===== src/hw/rtl/stlu_pkg.sv =====
`timescale 1ns / 1ps
package stlu_pkg;
  localparam int NUM_TIMERS_DEF = 64;
  localparam int MAX_TIMERS = 64;
  localparam logic [31:0] ALL_ONES = 32'hffffffff;

  typedef enum logic [2:0] {
    ACT_TICK   = 3'd0,
    ACT_ALLOC  = 3'd1,
    ACT_FREE   = 3'd2,
    ACT_INIT   = 3'd3,
    ACT_SET    = 3'd4,
    ACT_CANCEL = 3'd5
  } action_t;

  typedef enum logic [1:0] {
    KIND_ACK  = 2'd0,
    KIND_EXP  = 2'd1,
    KIND_TASK = 2'd2
  } kind_t;

  typedef enum logic [1:0] {
    ST_OK       = 2'd0,
    ST_NO_FREE  = 2'd1,
    ST_NOT_RUN  = 2'd2,
    ST_NOT_ALLOC = 2'd3
  } status_t;

  typedef enum logic [1:0] {
    MODE_FREE  = 2'd0,
    MODE_ALLOC = 2'd1,
    MODE_RUN   = 2'd2
  } mode_t;

  localparam logic [0:0] REG_TASK_INDEX  = 1'd0;
  localparam logic [0:0] REG_TASK_ENABLE = 1'd1;

  typedef struct packed {
    logic [1:0]  kind;
    logic [5:0]  index;
    logic [31:0] data;
    logic [7:0]  owner;
    logic [1:0]  status;
    logic        last;
  } result_t;
endpackage


===== src/hw/rtl/stlu_out_reg.sv =====
`timescale 1ns / 1ps
module stlu_out_reg (
  input  logic              clk,
  input  logic              rst_n,
  input  logic              push,
  input  stlu_pkg::result_t push_beat,
  output logic              full,
  output logic              out_valid,
  input  logic              out_stall,
  output stlu_pkg::result_t out_beat
);
  logic              valid_r;
  stlu_pkg::result_t beat_r;

  always_ff @(posedge clk) begin
    if (!rst_n) begin
      valid_r <= 1'b0;
    end else if (push) begin
      valid_r <= 1'b1;
    end else if (!out_stall) begin
      valid_r <= 1'b0;
    end
  end

  always_ff @(posedge clk) begin
    if (push) begin
      beat_r <= push_beat;
    end
  end

  assign full      = valid_r && out_stall;
  assign out_valid = valid_r;
  assign out_beat  = beat_r;
endmodule


===== config.mk =====
export PLATFORM = sky130hd
export DESIGN_NAME = stlu_out_reg
export DESIGN_NICKNAME = d
export VERILOG_FILES = /design/src/hw/rtl/stlu_pkg.sv /design/src/hw/rtl/stlu_out_reg.sv
export SDC_FILE = /design/constraint.sdc
export NUM_CORES = 1
export LEC_CHECK = 0
export ABC_AREA = 1
export BUFFER_PORTS_ARGS = -buffer_cell sky130_fd_sc_hd__buf_2
export CORE_UTILIZATION = 24
export CTS_CLUSTER_SIZE = 30
export DETAILED_ROUTE_END_ITERATION = 10
export PLACE_DENSITY = 0.64
export SLEW_MARGIN = 10
export SYNTH_ARGS = -nofsm -noshare
export SYNTH_HDL_FRONTEND = slang
export SYNTH_SLANG_ARGS = --single-unit

===== constraint.sdc =====
create_clock -name clk -period 0.8 [get_ports clk]
set_input_delay 0.08 -clock clk [delete_from_list [all_inputs] [get_ports clk]]
set_output_delay 0.08 -clock clk [all_outputs]
set_load 0.01 [all_outputs]

==> flow_summary.json, run 1 <==
{
  "fin_crit_sh_pct": 115,
  "die_h_um": 83.0,
  "dieWidth_um": 83.0,
  "crit_type": "register to primary output",
  "clockBufferDepth": 2,
  "gp_congestion": 0.680,
  "total_power_mw": 5.75,
  "wirelength_mm": 3.84,
  "seq_area_frac_synth_pct": 98.5,
  "startpoint_type": "register",
  "r2r_cells": 4,
  "fin_ws_ns": -0.118,
  "start_util_pct": 24.8,
  "finClkSkew_ns": 0,
  "grt_pass1_wl_mm": 5.91,
  "synth_ff_type": "edfxtp_1",
  "clockRootBuffer": "clkbuf_8",
  "yosysTopAreaCell": "edfxtp_1",
  "cp_cell_sequence": "buf_2",
  "cpMaxStageDelayCell": "edfxtp_1",
  "worst-path-max-fanout": 1,
  "tritoncts": "done",
  "via_per_inst": 3.87,
  "grtUsageTotal_pct": 11.4,
  "synth_cell_types": 5,
  "hold_violations": 0,
  "yosysWarnings": 0,
  "violations": "negative setup slack",
  "vias": 1185,
  "clkTransAtPathRegs_ns": 0.09,
  "critPathMaxStageDelay_ns": 0.39,
  "crit_cells": 1,
  "portBuffers": 107,
  "drv_cap": 0,
  "nets": 283,
  "synth_edf_count": 51,
  "holdWs_ns": 0.213,
  "synth_top_area_share_pct": 97.2,
  "holdPathStages": 5,
  "path_buf_inv": 1,
  "grt_pass1_vias": 1244,
  "crit_arrival_ns": 0.84,
  "yosys-top-cells-count": "edfxtp_1 (51), inv_1 (3), a21oi_2 (1), dfxtp_1 (1), nand2_1 (1)",
  "status": "finished, violations left",
  "overflow": 0,
  "drtPass1Iterations": 4,
  "vdd_drop_max_uv": 957,
  "clock.fmax_ghz": 1.09,
  "hold_class": "primary input to register",
  "fin_util_pct": 46.0,
  "crit_family": "flip-flops",
  "drv_slew": 0,
  "core-area_mm2": 0.00635,
  "ys_async_sr_fraction_pct": 0,
  "pin_count": 108,
  "drive_above_1_share_pct": 53.3,
  "fill_cells": 558,
  "syn_nets": 112,
  "syn_to_final_growth_pct": 85.4,
  "grt_max_degree": 23,
  "post_layout_nonfiller_instances": 306,
  "antenna_found_initial": 0,
  "dp.cells": 244,
  "die-area_mm2": 0.00689,
  "synth.avg_cell_area_um2": 27.6,
  "period_minus_slack_ns": 0.918,
  "cts_buffers": 5,
  "ant_nets": 0,
  "ys_seq_elements": 52,
  "clk_latency_ns": 0.29,
  "h-tree-depth": 2,
  "p_leak_nw": 1.27,
  "cp.required_ns": 0.72,
  "synth_area_mm2": 0.00158,
  "netlist_instances": 57,
  "drt_iter0_markers": 15,
  "yosys-top-cells-area": "edfxtp_1 (97%), dfxtp_1 (1.3%), inv_1 (0.71%)",
  "setup_viol": 53,
  "worst_setup_path_end_kind": "primary output",
  "yosysMostFrequentCell": "edfxtp_1",
  "rows": 29,
  "power.density_mw_per_mm2": 1970,
  "worst_pin_slew_ns": 0.173,
  "rsz0062_at_grt": "yes",
  "cts.sinks": 52,
  "slew_headroom_pct": 88.6,
  "drcViolationCount": 0,
  "diodes": 0,
  "wl_per_cell_um": 12.6,
  "place.detailed.hpwl_mm": 2.59
}
-- power breakdown --
| part | switching [mW] | total [mW] | internal (mW) |
|---|---|---|---|
| Clock | 0.782 | 1.71 | 0.928 |
| Sequential | 0.0499 | 3.27 | 3.22 |
| Combinational | 0.328 | 0.761 | 0.434 |
| Total | 1.16 | 5.75 | 4.59 |
-- sequential cells by signal, summed over array words and instances, names as in the netlist --
name,cells
out_beat,51
out_valid,1
-- path summary, 6_finish.rpt --
kind	start	to	slack, ns
max	out_beat[29]$_DFFE_PP_	out_beat[29]	-0.12
max reg2reg	out_valid$_SDFFE_PN0P_	out_valid$_SDFFE_PN0P_	0
min	out_stall	out_valid$_SDFFE_PN0P_	0.21
min reg2reg	out_valid$_SDFFE_PN0P_	out_valid$_SDFFE_PN0P_	0.64
-- metal layers --
layer,vias to the layer above,global-route usage (%),share of wire [%],wire (µm)
met5,-,0,0,0
met4,0,2.82,0.75,29
met3,4,3.88,7.4,285
met2,68,19.9,50,1900
met1,552,13.5,42,1620
li1,561,-,-,-
-- cell type report --
type / count / area (µm²) / share of cell area [%]
tap: 77 / 96.3 / 3.30
multi-input combinational: 2 / 15.0 / 0.514
sequential: 52 / 1550 / 53.2
clock inverter: 2 / 35.0 / 1.20
inverter: 3 / 11.3 / 0.386
clock buffer: 6 / 72.6 / 2.49
timing repair buffer: 164 / 1140 / 38.9
-- stage by stage --
step                      setup TNS, ns  worst slack (ns)  area [µm²]
final                             -4.42            -0.118        2920
after global routing              -6.92            -0.177        2920
after CTS                         -5.34            -0.134        2910
after detailed placement              0            0.0220        2270
after global placement                0            0.0482        2270
after floorplan                       0             0.186        1580
-- what timing repair did --
item | in CTS | in global routing
setup endpoints to repair | 53 | 53
setup buffers | 1 | 1
hold endpoints to repair | 52 | 0
hold buffers | 52 | 0
resized for setup | 2 | 1
pin swaps | 1 | 1
-- cell usage in the layout (no fill, tap or decap), types with 2 or more instances in the layout --
master         netlist  final
buf_2                0    106
dlygate4sd3_1        0     52
edfxtp_1            51     51
clkbuf_8             0      5
inv_1                3      3
buf_12               0      3
buf_4                0      2
-- cells by family after synthesis --
family | count (synthesis) | share of synthesized area [%]
AND/OR/NAND/NOR | 1 | 0.238
AO/OA/AOI/OAI | 1 | 0.556
flip-flops | 52 | 98.5
buffers and inverters | 3 | 0.715
No activity file was read; power rests on OpenSTA's default activity.
==> run 2: changes to the inputs <==
PLACE_DENSITY = 0.62   (was 0.64)
clock period = 1.08 ns   (was 0.8 ns; I/O delays follow)
==> run 2 against run 1 <==
Effect of this change:
- the flow now finishes without violations
- final area decreased by 3.5%
- combinational power decreased by 30%
- cell count decreased by 1.6%
- sequential share of layout area increased by 1.9 points
- clock power decreased by 40%
- via count decreased by 3.5%
- non-clock buffer count decreased by 5
- sequential cell count unchanged
- sequential power decreased by 26%
- clock-buffer cell count increased by 1
- utilization decreased by 1.6 points
- register-to-register slack improved by 0.44 ns
- largest power group unchanged
==> flow_summary.json, run 2 (same netlist as run 1, synthesis figures left out) <==
{
  "final_common_cell": "buf_2",
  "worst_pin_slew_ns": 0.270,
  "start_util_pct": 24.8,
  "drive_above_1_share_pct": 50.9,
  "cts_setup_buffers": 0,
  "total_power_mw": 3.98,
  "clockBufferDepth": 2,
  "drtPass1Iterations": 4,
  "die-area_mm2": 0.00689,
  "fill_cells": 572,
  "syn_to_final_growth_pct": 78.9,
  "clock.fmax_ghz": 0.971,
  "diodes": 0,
  "fin_util_pct": 44.4,
  "placed_area_mm2": 0.00223,
  "fin_crit_sh_pct": 95.4,
  "drv_cap": 0,
  "clkTransAtPathRegs_ns": 0.08,
  "nets": 278,
  "ant_nets": 0,
  "grt_pass1_vias": 1203,
  "holdWs_ns": 0.0482,
  "r2r_cells": 2,
  "clk_latency_ns": 0.29,
  "cts_buffers": 5,
  "gp_congestion": 0.614,
  "portBuffers": 107,
  "die_h_um": 83.0,
  "rsz0062_at_grt": "no",
  "setup_viol": 0,
  "worst_setup_path_end_kind": "primary output",
  "tritoncts": "done",
  "slew_headroom_pct": 82.0,
  "finalSetupTns_ns": 0,
  "h-tree-depth": 2,
  "cp-startpoint": "out_valid$_SDFFE_PN0P_",
  "grt_max_degree": 53,
  "vias": 1144,
  "core-area_mm2": 0.00635,
  "startpoint_type": "register",
  "cts.sinks": 52,
  "cp-endpoint": "full",
  "post_layout_nonfiller_instances": 301,
  "worst-path-max-fanout": 2,
  "rows": 29,
  "wirelength_mm": 3.68,
  "dp.cells": 242,
  "worstReg2RegEnd": "out_valid$_SDFFE_PN0P_",
  "grt_pass1_wl_mm": 5.71,
  "final_cell_mix": "buf_2 (107), dlygate4sd3_1 (51), edfxtp_1 (51)",
  "cp.required_ns": 0.97,
  "fin_ws_ns": 0.0501,
  "drcViolationCount": 0,
  "hold_class": "primary input to register",
  "grtUsageTotal_pct": 11.0,
  "vdd_drop_max_uv": 683,
  "dp_worst_setup_slack_ns": 0.253,
  "drt_iter0_markers": 27,
  "p_leak_nw": 1.22,
  "clockRootBuffer": "clkbuf_8",
  "antenna_found_initial": 0,
  "wl_per_cell_um": 12.2,
  "status": "complete, no violations",
  "crit_arrival_ns": 0.92,
  "finClkSkew_ns": 0,
  "pin_count": 108,
  "via_per_inst": 3.80,
  "largest_reg_flops": 51,
  "drv_slew": 0,
  "r2r_start": "out_valid$_SDFFE_PN0P_",
  "r2r_setup_slack_ns": 0.44,
  "hold_violations": 0,
  "period_minus_slack_ns": 1.03,
  "overflow": 0,
  "power.density_mw_per_mm2": 1410,
  "dieWidth_um": 83.0,
  "crit_type": "register to primary output",
  "stdcell_area_mm2": 0.00282
}
-- run 2: changes by cell type in the layout (fill, tap and decap cells not counted), sizes merged --
| cell | change |
|---|---|
| dlygate4sd3 | -1 |
| bufinv | -1 |
| clkbuf | +1 |
| buf | -4 |
-- run 2: routing by layer --
| metal | GRT usage, % | routed length (µm) | up-vias |
|---|---|---|---|
| met2 | 18.9 | 1850 | 67 |
| met4 | 3.13 | 40 | 0 |
| met1 | 12.9 | 1520 | 519 |
| met3 | 3.98 | 270 | 6 |
| met5 | 0 | 0 | - |
| li1 | - | - | 552 |
-- run 2: how the worst min path moves through the flow --
stage / from / to / slack [ns] / cells past startpoint
floorplan: push_beat[0] / out_beat[0]$_DFFE_PP_ / 0.21 / 0
global placement: push_beat[18] / out_beat[18]$_DFFE_PP_ / 0.28 / 1
detailed placement: push_beat[24] / out_beat[24]$_DFFE_PP_ / 0.29 / 1
CTS: rst_n / out_valid$_SDFFE_PN0P_ / 0.03 / 3
global route: rst_n / out_valid$_SDFFE_PN0P_ / 0.05 / 3
finish: rst_n / out_valid$_SDFFE_PN0P_ / 0.05 / 3
-- run 2: final cells by class --
type	instances	area, µm²	share of cell area, %
flip-flops and latches	52	1550	55.1
multi-input cells	2	12.5	0.444
inverters	3	11.3	0.400
clock inverters	1	3.75	0.133
clock buffers	7	76.3	2.71
well taps	77	96.3	3.42
repair buffers	159	1070	37.8
-- run 2: repair_timing --
action / CTS / global route
hold buffers: 51 / 0
resized for setup: 0 / 0
endpoints found under the hold margin: 51 / 0
-- run 2: report_power, final --
part | switching, mW | leakage, nW | internal [mW]
Combinational | 0.232 | 0.668 | 0.297
Clock | 0.579 | 0.0399 | 0.452
Sequential | 0.0345 | 0.507 | 2.39
Total | 0.846 | 1.22 | 3.14
-- run 2: worst max-delay path: stages (launching register included) --
cell and delay (ns):
dfxtp_1 0.35, nand2_1 0.10, inv_1 0.06, buf_2 0.12
